===== src/sv/pmti_pkg.sv =====
package pmti_pkg;

    localparam int MAX_SIDES  = 16;
    localparam int MAX_SUBDIV = 255;

    localparam int SIDES_W    = 5;
    localparam int SUBDIV_W   = 8;
    localparam int VTX_W      = 20;
    localparam int OUT_W      = 19;
    localparam int SIDE_IDX_W = $clog2(MAX_SIDES);
    localparam int ADDR_W     = 3;
    localparam int DATA_W     = 32;
    localparam int REG_IDX_W  = ADDR_W - 2;

    localparam logic [REG_IDX_W-1:0] REG_SIDE_COUNT   = REG_IDX_W'(0);
    localparam logic [REG_IDX_W-1:0] REG_SUBDIVISIONS = REG_IDX_W'(1);

    localparam logic [SIDES_W-1:0]  SIDES_RESET  = SIDES_W'(4);
    localparam logic [SUBDIV_W-1:0] SUBDIV_RESET = SUBDIV_W'(1);
    localparam logic [SIDES_W-1:0]  MIN_SIDES    = SIDES_W'(3);
    localparam logic [SIDES_W-1:0]  QUAD_SIDES   = SIDES_W'(4);

    typedef enum logic [1:0] {
        MODE_TRI,
        MODE_QUAD,
        MODE_RING
    } mesh_mode_t;

    typedef struct packed {
        mesh_mode_t          mode;
        logic [SIDES_W-1:0]  sides;
        logic [SUBDIV_W-1:0] subdiv;
        logic                restart;
    } cfg_t;

    typedef struct packed {
        logic [SUBDIV_W-1:0]   layer_count;
        logic [SIDE_IDX_W-1:0] side_index;
        logic [SUBDIV_W-1:0]   position_count;
        logic [VTX_W-1:0]      inner_vertex;
        logic [VTX_W-1:0]      outer_vertex;
        logic [VTX_W-1:0]      inner_ring_start;
        logic [VTX_W-1:0]      outer_ring_start;
        logic                  second_half;
    } seq_state_t;

    typedef struct packed {
        logic [OUT_W-1:0] vertex_a;
        logic [OUT_W-1:0] vertex_b;
        logic [OUT_W-1:0] vertex_c;
        logic             last_triangle;
    } result_t;

    function automatic seq_state_t seq_reset();
        seq_state_t s;
        s.layer_count      = '0;
        s.side_index       = '0;
        s.position_count   = '0;
        s.inner_vertex     = '0;
        s.outer_vertex     = VTX_W'(1);
        s.inner_ring_start = '0;
        s.outer_ring_start = VTX_W'(1);
        s.second_half      = 1'b0;
        return s;
    endfunction

endpackage


===== src/sv/pmti_cfg.sv =====
module pmti_cfg (
    input  logic                           clk,
    input  logic                           rst_n,
    input  logic                           psel,
    input  logic                           penable,
    input  logic                           pwrite,
    input  logic [pmti_pkg::ADDR_W-1:0]    paddr,
    input  logic [pmti_pkg::DATA_W-1:0]    pwdata,
    output logic [pmti_pkg::DATA_W-1:0]    prdata,
    output logic                           pready,
    output pmti_pkg::cfg_t                 cfg
);
    import pmti_pkg::*;

    logic [SIDES_W-1:0]   side_count_reg;
    logic [SUBDIV_W-1:0]  subdivisions_reg;
    logic [REG_IDX_W-1:0] reg_idx;
    logic                 wr_en;

    assign pready  = 1'b1;
    assign reg_idx = paddr[ADDR_W-1:2];
    assign wr_en   = psel && penable && pwrite;

    always_ff @(posedge clk or negedge rst_n)
    begin
        if (!rst_n)
        begin
            side_count_reg   <= SIDES_RESET;
            subdivisions_reg <= SUBDIV_RESET;
        end
        else if (wr_en)
        begin
            unique case (reg_idx)
                REG_SIDE_COUNT:   side_count_reg   <= pwdata[SIDES_W-1:0];
                REG_SUBDIVISIONS: subdivisions_reg <= pwdata[SUBDIV_W-1:0];
                default:          ;
            endcase
        end
    end

    always_comb
    begin
        unique case (reg_idx)
            REG_SIDE_COUNT:   prdata = DATA_W'(side_count_reg);
            REG_SUBDIVISIONS: prdata = DATA_W'(subdivisions_reg);
            default:          prdata = '0;
        endcase
    end

    // clamp to the supported range and derive the mesh mode
    always_comb
    begin
        if (side_count_reg < MIN_SIDES)
            cfg.sides = MIN_SIDES;
        else if (32'(side_count_reg) > MAX_SIDES)
            cfg.sides = SIDES_W'(MAX_SIDES);
        else
            cfg.sides = side_count_reg;

        if (subdivisions_reg == '0)
            cfg.subdiv = SUBDIV_W'(1);
        else if (32'(subdivisions_reg) > MAX_SUBDIV)
            cfg.subdiv = SUBDIV_W'(MAX_SUBDIV);
        else
            cfg.subdiv = subdivisions_reg;

        if (cfg.sides == MIN_SIDES)
            cfg.mode = MODE_TRI;
        else if (cfg.sides == QUAD_SIDES)
            cfg.mode = MODE_QUAD;
        else
            cfg.mode = MODE_RING;

        // any register write starts the mesh over
        cfg.restart = wr_en;
    end

endmodule


===== src/sv/pmti_gen.sv =====
module pmti_gen (
    input  logic                clk,
    input  logic                rst_n,
    input  pmti_pkg::cfg_t      cfg,
    input  logic                accept,
    input  logic                restart,
    output pmti_pkg::result_t   res
);
    import pmti_pkg::*;

    seq_state_t             state_reg;
    seq_state_t             s;
    seq_state_t             state_next;
    logic [SUBDIV_W-1:0]    r;
    logic [SIDES_W-1:0]     n;
    logic [VTX_W-1:0]       va;
    logic [VTX_W-1:0]       vb;
    logic [VTX_W-1:0]       vc;
    logic                   last;
    logic [VTX_W-1:0]       pos_v;
    logic [VTX_W-1:0]       r1_v;
    logic [SUBDIV_W:0]      pos_inc;
    logic [SUBDIV_W:0]      layer_inc;
    logic [2*SUBDIV_W:0]    qrow;
    logic [VTX_W-1:0]       qidx;
    logic [SIDES_W-1:0]     side_inc;
    logic                   wrap;

    assign r = cfg.subdiv;
    assign n = cfg.sides;

    always_comb
    begin
        s          = restart ? seq_reset() : state_reg;
        state_next = s;
        va         = '0;
        vb         = '0;
        vc         = '0;
        last       = 1'b0;
        pos_v      = VTX_W'(s.position_count);
        r1_v       = VTX_W'(r) + VTX_W'(1);
        pos_inc    = {1'b0, s.position_count} + (SUBDIV_W+1)'(1);
        layer_inc  = {1'b0, s.layer_count} + (SUBDIV_W+1)'(1);
        qrow       = (2*SUBDIV_W+1)'(s.layer_count)
                     * ((2*SUBDIV_W+1)'(r) + (2*SUBDIV_W+1)'(1));
        qidx       = VTX_W'(qrow) + pos_v;
        side_inc   = SIDES_W'(s.side_index) + SIDES_W'(1);
        // closing triangle of a ring reaches back to the ring's first vertex
        wrap       = (SIDES_W'(s.side_index) == n - SIDES_W'(1))
                     && (s.position_count == s.layer_count);

        unique case (cfg.mode)
            MODE_TRI:
            begin
                if (s.position_count < s.layer_count)
                begin
                    if (!s.second_half)
                    begin
                        va = s.outer_vertex + pos_v;
                        vb = s.outer_vertex + pos_v + VTX_W'(1);
                        vc = s.inner_vertex + pos_v;
                        state_next.second_half = 1'b1;
                    end
                    else
                    begin
                        va = s.outer_vertex + pos_v + VTX_W'(1);
                        vb = s.inner_vertex + pos_v + VTX_W'(1);
                        vc = s.inner_vertex + pos_v;
                        state_next.second_half    = 1'b0;
                        state_next.position_count = pos_inc[SUBDIV_W-1:0];
                    end
                end
                else
                begin
                    // row closes with a single upright triangle
                    va = s.outer_vertex + pos_v;
                    vb = s.outer_vertex + pos_v + VTX_W'(1);
                    vc = s.inner_vertex + pos_v;
                    state_next.inner_vertex   = s.outer_vertex;
                    state_next.outer_vertex   = s.outer_vertex + pos_v + VTX_W'(2);
                    state_next.layer_count    = layer_inc[SUBDIV_W-1:0];
                    state_next.position_count = '0;
                    state_next.second_half    = 1'b0;
                    last = layer_inc >= {1'b0, r};
                end
            end
            MODE_QUAD:
            begin
                if (!s.second_half)
                begin
                    va = qidx;
                    vb = qidx + r1_v;
                    vc = qidx + VTX_W'(1);
                    state_next.second_half = 1'b1;
                end
                else
                begin
                    va = qidx + VTX_W'(1);
                    vb = qidx + r1_v;
                    vc = qidx + r1_v + VTX_W'(1);
                    state_next.second_half = 1'b0;
                    if (pos_inc >= {1'b0, r})
                    begin
                        state_next.position_count = '0;
                        state_next.layer_count    = layer_inc[SUBDIV_W-1:0];
                        last = layer_inc >= {1'b0, r};
                    end
                    else
                    begin
                        state_next.position_count = pos_inc[SUBDIV_W-1:0];
                    end
                end
            end
            MODE_RING:
            begin
                if (!s.second_half)
                begin
                    va = s.inner_vertex;
                    vb = s.outer_vertex;
                    vc = wrap ? s.outer_ring_start : s.outer_vertex + VTX_W'(1);
                    state_next.outer_vertex = s.outer_vertex + VTX_W'(1);
                    if (pos_inc < layer_inc)
                    begin
                        state_next.position_count = pos_inc[SUBDIV_W-1:0];
                        state_next.second_half    = 1'b1;
                    end
                    else
                    begin
                        state_next.position_count = '0;
                        if (side_inc < n)
                        begin
                            state_next.side_index = side_inc[SIDE_IDX_W-1:0];
                        end
                        else
                        begin
                            // ring complete: step outwards
                            state_next.side_index       = '0;
                            state_next.inner_ring_start = s.outer_ring_start;
                            state_next.inner_vertex     = s.outer_ring_start;
                            state_next.outer_ring_start = s.outer_vertex + VTX_W'(1);
                            state_next.layer_count      = layer_inc[SUBDIV_W-1:0];
                            last = layer_inc >= {1'b0, r};
                        end
                    end
                end
                else
                begin
                    va = s.inner_vertex;
                    vb = s.outer_vertex;
                    vc = wrap ? s.inner_ring_start : s.inner_vertex + VTX_W'(1);
                    state_next.inner_vertex = vc;
                    state_next.second_half  = 1'b0;
                end
            end
            default:
            begin
                state_next = s;
            end
        endcase
    end

    always_ff @(posedge clk or negedge rst_n)
    begin
        if (!rst_n)
            state_reg <= seq_reset();
        else if (cfg.restart)
            state_reg <= seq_reset();
        else if (accept)
            state_reg <= last ? seq_reset() : state_next;
    end

    assign res.vertex_a      = OUT_W'(va);
    assign res.vertex_b      = OUT_W'(vb);
    assign res.vertex_c      = OUT_W'(vc);
    assign res.last_triangle = last;

    a_layer_in_range: assert property (@(posedge clk) disable iff (!rst_n)
        state_reg.layer_count < cfg.subdiv)
        else $error("layer count reached the resolution without restart");

    a_ring_pos_in_side: assert property (@(posedge clk) disable iff (!rst_n)
        (cfg.mode == MODE_RING) |-> state_reg.position_count <= state_reg.layer_count)
        else $error("ring position beyond side length");

    a_ring_side_in_range: assert property (@(posedge clk) disable iff (!rst_n)
        (cfg.mode == MODE_RING) |-> SIDES_W'(state_reg.side_index) < cfg.sides)
        else $error("side index beyond side count");

    a_tri_half_in_row: assert property (@(posedge clk) disable iff (!rst_n)
        (cfg.mode == MODE_TRI && state_reg.second_half)
            |-> state_reg.position_count < state_reg.layer_count)
        else $error("second half of a row cell past the row end");

endmodule


===== src/sv/pmti_out.sv =====
module pmti_out (
    input  logic                         clk,
    input  logic                         rst_n,
    input  logic                         in_valid,
    output logic                         in_stall,
    output logic                         accept,
    input  pmti_pkg::result_t            res,
    output logic                         out_valid,
    input  logic                         out_stall,
    output logic [pmti_pkg::OUT_W-1:0]   vertex_a,
    output logic [pmti_pkg::OUT_W-1:0]   vertex_b,
    output logic [pmti_pkg::OUT_W-1:0]   vertex_c,
    output logic                         last_triangle
);
    import pmti_pkg::*;

    logic    valid_reg;
    result_t res_reg;

    // a held word only blocks the input while the far side stalls
    assign in_stall = valid_reg && out_stall;
    assign accept   = in_valid && !in_stall;

    always_ff @(posedge clk or negedge rst_n)
    begin
        if (!rst_n)
            valid_reg <= 1'b0;
        else if (accept)
            valid_reg <= 1'b1;
        else if (!out_stall)
            valid_reg <= 1'b0;
    end

    always_ff @(posedge clk)
    begin
        if (accept)
            res_reg <= res;
    end

    assign out_valid     = valid_reg;
    assign vertex_a      = res_reg.vertex_a;
    assign vertex_b      = res_reg.vertex_b;
    assign vertex_c      = res_reg.vertex_c;
    assign last_triangle = res_reg.last_triangle;

endmodule


===== src/sv/patch_mesh_triangle_indices_unit.sv =====
// output: a triangle word appears in the cycle after its input word is taken
// throughput: one triangle per cycle while the receiver does not stall, as the
// sequence state steps once for every input word taken into the output register
// reset: side count 4, subdivisions 1, mesh sequence at its first triangle,
// output register empty
module patch_mesh_triangle_indices_unit (
    input  logic                           clk,
    input  logic                           rst_n,
    input  logic                           psel,
    input  logic                           penable,
    input  logic                           pwrite,
    input  logic [pmti_pkg::ADDR_W-1:0]    paddr,
    input  logic [pmti_pkg::DATA_W-1:0]    pwdata,
    output logic [pmti_pkg::DATA_W-1:0]    prdata,
    output logic                           pready,
    input  logic                           in_valid,
    output logic                           in_stall,
    input  logic                           restart,
    output logic                           out_valid,
    input  logic                           out_stall,
    output logic [pmti_pkg::OUT_W-1:0]     vertex_a,
    output logic [pmti_pkg::OUT_W-1:0]     vertex_b,
    output logic [pmti_pkg::OUT_W-1:0]     vertex_c,
    output logic                           last_triangle
);
    import pmti_pkg::*;

    cfg_t    cfg;
    result_t res;
    logic    accept;

    pmti_cfg u_cfg (
        .clk     (clk),
        .rst_n   (rst_n),
        .psel    (psel),
        .penable (penable),
        .pwrite  (pwrite),
        .paddr   (paddr),
        .pwdata  (pwdata),
        .prdata  (prdata),
        .pready  (pready),
        .cfg     (cfg)
    );

    pmti_gen u_gen (
        .clk     (clk),
        .rst_n   (rst_n),
        .cfg     (cfg),
        .accept  (accept),
        .restart (restart),
        .res     (res)
    );

    pmti_out u_out (
        .clk           (clk),
        .rst_n         (rst_n),
        .in_valid      (in_valid),
        .in_stall      (in_stall),
        .accept        (accept),
        .res           (res),
        .out_valid     (out_valid),
        .out_stall     (out_stall),
        .vertex_a      (vertex_a),
        .vertex_b      (vertex_b),
        .vertex_c      (vertex_c),
        .last_triangle (last_triangle)
    );

endmodule


===== config.mk =====
export PLATFORM = sky130hd
export DESIGN_NAME = patch_mesh_triangle_indices_unit
export DESIGN_NICKNAME = d
export VERILOG_FILES = /design/src/sv/pmti_pkg.sv /design/src/sv/pmti_cfg.sv /design/src/sv/pmti_gen.sv /design/src/sv/pmti_out.sv /design/src/sv/patch_mesh_triangle_indices_unit.sv
export SDC_FILE = /design/constraint.sdc
export NUM_CORES = 1
export LEC_CHECK = 0
export ABC_AREA = 0
export BUFFER_PORTS_ARGS = -buffer_cell sky130_fd_sc_hd__buf_2
export CORE_UTILIZATION = 60
export DETAILED_ROUTE_END_ITERATION = 16
export MAX_ROUTING_LAYER = met4
export PLACE_DENSITY = 0.81
export SLEW_MARGIN = 40
export SYNTH_ARGS = -nofsm -noshare
export SYNTH_HDL_FRONTEND = slang
export SYNTH_SLANG_ARGS = --single-unit
export TNS_END_PERCENT = 5

===== constraint.sdc =====
create_clock -name clk -period 9.5 [get_ports clk]
set_clock_uncertainty 0.05 [all_clocks]
set_input_delay 2.375 -clock clk [delete_from_list [all_inputs] [get_ports clk]]
set_output_delay 2.375 -clock clk [all_outputs]
set_load 0.005 [all_outputs]

# Word level (Yosys, flattened, before mapping)
# Index checks and enable logic that the tools add are counted.
[word_totals]
reg_bits = 173
inputBits = 43
output_inout_bits = 93
elab_cells = 119
[classes]
addsub = 17
multipliers = 1
magnitude_cmp = 7
n_eq_ne = 7
mux = 60
n_bitwise = 1
n_reduce_logical = 11
[op_table]
columns = ["cell", "count"]
rows = [
  ["2-to-1 mux 101 bit", 4],
  ["one-hot mux 19 bit (3 select lines)", 3],
  ["2-to-1 mux 40 bit", 4],
  ["2-to-1 mux 19 bit", 8],
  ["2-to-1 mux 20 bit", 5],
  ["2-to-1 mux 8 bit", 10],
  ["one-hot mux 40 bit (2 select lines)", 1],
  ["adder 19 x 1 -> 19 bit (second input constant)", 4],
  ["one-hot mux 32 bit (2 select lines)", 1],
  ["2-to-1 mux 60 bit", 1],
  ["one-hot mux 8 bit (3 select lines)", 2],
  ["adder 20 x 1 -> 20 bit (second input constant)", 2],
  ["adder 8 x 1 -> 9 bit (second input constant)", 4],
  ["adder 20 x 2 -> 20 bit (second input constant)", 1],
  ["adder 20 x 8 -> 20 bit", 1],
  ["adder 19 bit", 1],
  ["adder 19 x 8 -> 19 bit", 1],
  ["adder 17 x 8 -> 18 bit", 1],
  [">= comparator 9 x 8 -> 1 bit", 2],
  ["multiplier 8 x 17 -> 17 bit", 1],
  ["2-to-1 mux 1 bit", 12],
  ["2-to-1 mux 12 bit", 1],
  ["2-to-1 mux 5 bit", 2],
  ["< comparator 9 bit", 1],
  ["23 further kinds", 31],
]

# Longest topological paths before layout
[depth]
ltp_word = 12
depth_mapped = 33
mapped_depth_nobuf = 30

# Hierarchy
# A second synthesis with hierarchy kept.
[hier_totals]
hier_cells = 2342
hier_area_um2 = 18660.4
[modules_own_cells]
columns = ["mod", "instances", "cells_each", "area_per_inst_um2", "seq_area_each_um2"]
rows = [
  ["pmti_gen", 1, 2190, 15967.8, 2429.8],
  ["pmti_out", 1, 62, 1791.7, 1766.7],
  ["pmti_cfg", 1, 90, 900.9, 327.8],
]

# Worst setup path before layout
# OpenSTA, ideal clock, no wires.
[synth_path]
path_kind = "in2reg"
start = "input port restart"
end = "register u_out.res_reg (netlist bit u_out.vertex_c[16]) (data pin)"
setup_ps = 261
arrival_time_ps = 10027
required_time_ps = 9189
setup_slack_ps = -837
cell_stages = 31
n_path_buf = 5
cell_sequence = "clkbuf_1 -> buf_1 -> clkbuf_1 -> clkbuf_1 -> clkbuf_1 -> nor2b_1 -> inv_1 -> nor2_1 -> fa_1 -> fa_1 -> inv_1 -> fa_1 -> fa_1 -> inv_1 -> ha_1 -> a21oi_1 -> xnor2_1 -> ha_1 -> o21a_1 -> a221o_1 -> a31o_2 -> xor2_1 -> ha_1 -> nand2_1 -> o21ai_0 -> xnor2_1 -> nor4_1 -> and3_1 -> nand3_1 -> xor2_1 -> a221o_1"
[synth_rtl]
columns = ["item", "line", "source"]
rows = [
  ["from (decl)", "patch_mesh_triangle_indices_unit.sv:18", "input logic restart,"],
  ["to (signal assigned)", "pmti_out.sv:37", "res_reg <= res;"],
  ["to (decl)", "pmti_out.sv:18", "result_t res_reg;"],
]

==> summary.txt <==
CTS
  – Clock tree from TritonCTS: built
  – Sinks on Clock Net: 169
  – Worst-skew pair later-pin latency: 470 ps
  – H-tree levels: 4
  – Number of buffers added to fix hold violations after cts: 0
  – Buffers inserted during post-CTS setup optimization: 0
  – Bufs on Longest Clock Path: 2
  – Clock transition at the register clock pins on the worst setup and hold paths after CTS: about 70 ps
  – Clock Root Buffer: clkbuf_16
  – Number of buffers inserted during clock tree synthesis: 17
  – Number of gates resized after CTS: 0

Timing
  – Clock period minus worst slack: around 9000 ps
  – Final number of hold-violating endpoints: 0
  – Tightest Pin Transition: around 910 ps
  – Max Slew Vio Count: 0
  – Final setup violation count: 0
  – Final setup TNS: 0 ps
  – Setup repair after global routing missed its margin: false
  – Final cycle utilization of the critical path: 0.957
  – Slew Limit Headroom: 0.395
  – Peak Freq: ~110 MHz
  – Worst Hold Slack: 439 ps

Worst hold path
  – Class of the tightest hold or removal check: flip-flop to flip-flop
  – Endpoint, Worst Hold: u_gen.state_reg[1]
  – Min-Delay Startpoint: u_gen.state_reg[1]
  – Hold path cells: 2

Yosys
  – Simple-gate portion of the synthesized area: 0.191
  – Number of synthesis warnings: 0
  – Most used DFF post-synth: dfrtp_1
  – Post-synthesis share of cell area spent on xor and xnor gates: 0.110
  – Most common cell in the netlist: nand2_1
  – Combinational family with the most area after synthesis: compound AO/OA/AOI/OAI gates
  – Fraction of post-synthesis cell area in the top cell type by area: 0.144
  – Leading area contributor after synthesis: dfrtp_1
  – Most area-consuming cells after synthesis: dfrtp_1 (14%), edfxtp_1 (9.4%), ha_1 (8.2%), xnor2_1 (5.8%), fa_1 (5.0%)
  – Synthesis-stage register bit count: approximately 170
  – Fraction of the yosys area taken by sequential cells: 0.244
  – Compound-gate portion of the synthesized area: 0.229
  – Number of standard cells after synthesis: about 2200
  – Ranking of synthesized cells by instance count: nand2_1 (195), nor2_1 (180), inv_1 (140)
  – Post-synthesis mux area share: 0.0298
  – Mean post-synth cell area: roughly 8.4 sq um
  – Ys async rst share: 0.657
  – Unique cell type count in the Yosys netlist: between 100 and 150
  – Number of synthesized flops with an enable pin: between 50 and 60
  – Adder-cell share of the synthesized area: 0.131
  – Cell area after synthesis: about 0.019 sq mm

Route
  – Post-DR vias/cell: around 6.9
  – Routed length per placed instance: 24.7 microns
  – Antenna Violating Nets Remaining: 0
  – Number of search-and-repair iterations in the first detailed-routing pass: 9
  – Total vias in the final route: roughly 18000
  – DRT iter0 DRCs: between 2000 and 2500
  – DRC errors left: 0
  – Routed Wire Length: 66.0 mm

Global routing
  – First-pass GRT wire length: between 100 and 150 mm
  – Number of antenna violations at the first check in global routing: 0
  – Gr usage total: 0.437
  – Overflow after GRT: 0
  – Maximum number of pins on one net before global-route repair: 61
  – Via count of the first global-routing pass: 17500

Floorplanning
  – Core Rows: 63
  – Top-level I/O count: ~140
  – Die width: between 150 and 200 microns
  – Die outline area: roughly 0.032 sq mm
  – Placeable core area: ~0.030 sq mm
  – Initial core utilization: 0.617
  – Die H: 178 microns

Placed design
  – Buffers added on ports: 84
  – Dpl cells: 2638
  – HPWL reported at the end of detailed placement: approximately 49 mm
  – Gpl congestion: approximately 1.0
  – Area post-placement: 0.0195 sq mm

Worst setup path
  – Critical path start-end classification: input port to flip-flop
  – WP data arrival: ~9200 ps
  – Type of origin of the critical path: input port
  – Register-to-register setup slack: roughly 850 ps
  – Reg2Reg Launch Point: u_cfg.subdivisions_reg[5]
  – CP Data Required Time: just under 10000 ps
  – FF-to-FF path depth: 30
  – Critical path capture point type: flip-flop
  – End of the worst register-to-register path: u_out.vertex_c[14]
  – Critical path fanouts, max: 9

Layout
  – Number of standard cells in the final layout excluding fillers: ~2700
  – Share of layout cells above drive strength 1: 0.125
  – Flip-flop count of the largest register, all copies and words added: 97
  – Final #Nets: about 2500
  – Post-route design area: between 0.02 and 0.025 sq mm
  – Diodes inserted: 0
  – Layout overhead on the synthesized area: 8.51%

Power and ir drop
  – Maximum vdd drop: 0.176 mV
  – Leakage power: just under 9 nW
  – Power Density: roughly 160 mW/mm^2

Status
  – Result of the run: finished clean

Job
  – Number of violations of the max-capacitance limit: 0
## worst max path at each step
stage,startpoint,endpoint,slack (ps),cells past startpoint
floorplan,restart,u_out.vertex_c[16],5,31
global placement,restart,u_out.vertex_c[14],210,27
detailed placement,restart,u_out.vertex_c[16],110,28
CTS,restart,u_out.vertex_c[14],560,28
global route,restart,u_out.vertex_c[14],40,27
finish,restart,u_out.vertex_c[14],410,27
## metrics by stage
stage                util  power, mW  setup slack (ps)
finish              0.670       3.22               406
global route        0.670       3.35              43.8
CTS                 0.669       3.17               564
detailed placement  0.650       2.44               111
global placement    0.648       2.40               208
floorplan               -       1.93              5.22
## routing by layer
metal | vias to the layer above | global-route usage | share of wire
met2 | 1245 | 0.681 | 0.45
met1 | 8757 | 0.524 | 0.38
met4 | 0 | 0.285 | 0.078
li1 | 8062 | - | -
met5 | - | - | 0
met3 | 302 | 0.0707 | 0.095
## critical path, cell delays in order
cell,delay [ps]
buf_2,200
nor2b_1,310
clkinv_1,250
nor2_1,170
ha_1,200
fa_1,400
ha_1,300
inv_1,60
fa_1,530
inv_1,70
fa_1,470
ha_1,340
o21a_1,130
o31a_1,140
o21ai_0,220
nor3b_1,360
or2_2,240
inv_1,80
ha_1,300
a31oi_1,260
xnor2_1,280
nand4b_1,290
nor4_2,440
nand4_1,130
a21oi_1,210
xor2_1,240
o221ai_1,210
## cell families (layout without fill, tap and decap cells)
family                     after synthesis  count (layout)
AOI/OAI and AO/OA                      600             600
xor gates and xnor gates               221             221
adders and majority gates              167             167
buffers and inverters                  287             333
DFF                                    169             169
muxes                                   52              52
other                                    2              25
and+or+nand+nor                        713             713
## layout by cell type, fill, tap and decap left out, drive strengths merged, types with 9 or more instances in the layout
master   Yosys  final
o31ai        9      9
nand2      197    197
a21o        29     29
a22oi       20     20
xor2        92     92
o221ai      34     34
o211ai      22     22
o2bb2ai     14     14
edfxtp      58     58
nor3        47     47
o21ai      112    112
a2111oi     11     11
a211oi      17     17
clkbuf      93     17
a22o        55     55
nor4        13     13
a31oi       13     13
buf         49    156
o22ai       27     27
o21a        34     34
inv        141    148
xnor2      129    129
nand3       80     80
mux2        26     26
nor2       182    182
a21boi      10     10
nand4       37     37
and2        17     17
ha         121    121
fa          46     46
dfrtp      107    107
nor2b       43     43
nand2b      13     13
conb         2     25
and4         9      9
a221o       11     11
mux2i       26     26
or3         10     10
a21oi      117    117
and3        31     31
## power by group
group          switching (mW)  internal, mW  leakage [nW]  total [mW]
sequential              0.112         0.871          2.07       0.983
clock                   0.341         0.392         0.287       0.733
combinational           0.991         0.516          6.49        1.51
## area by class of cell
class                      count  area, sq um
timing repair buffer         156          983
sequential                   169         4520
clock buffer                  17          425
fill                        2495         9920
clock inverter                15          161
inverter                     145          544
multi-input combinational   1778        13000
tap                          390          488
No activity file was read; power rests on OpenSTA's default activity.
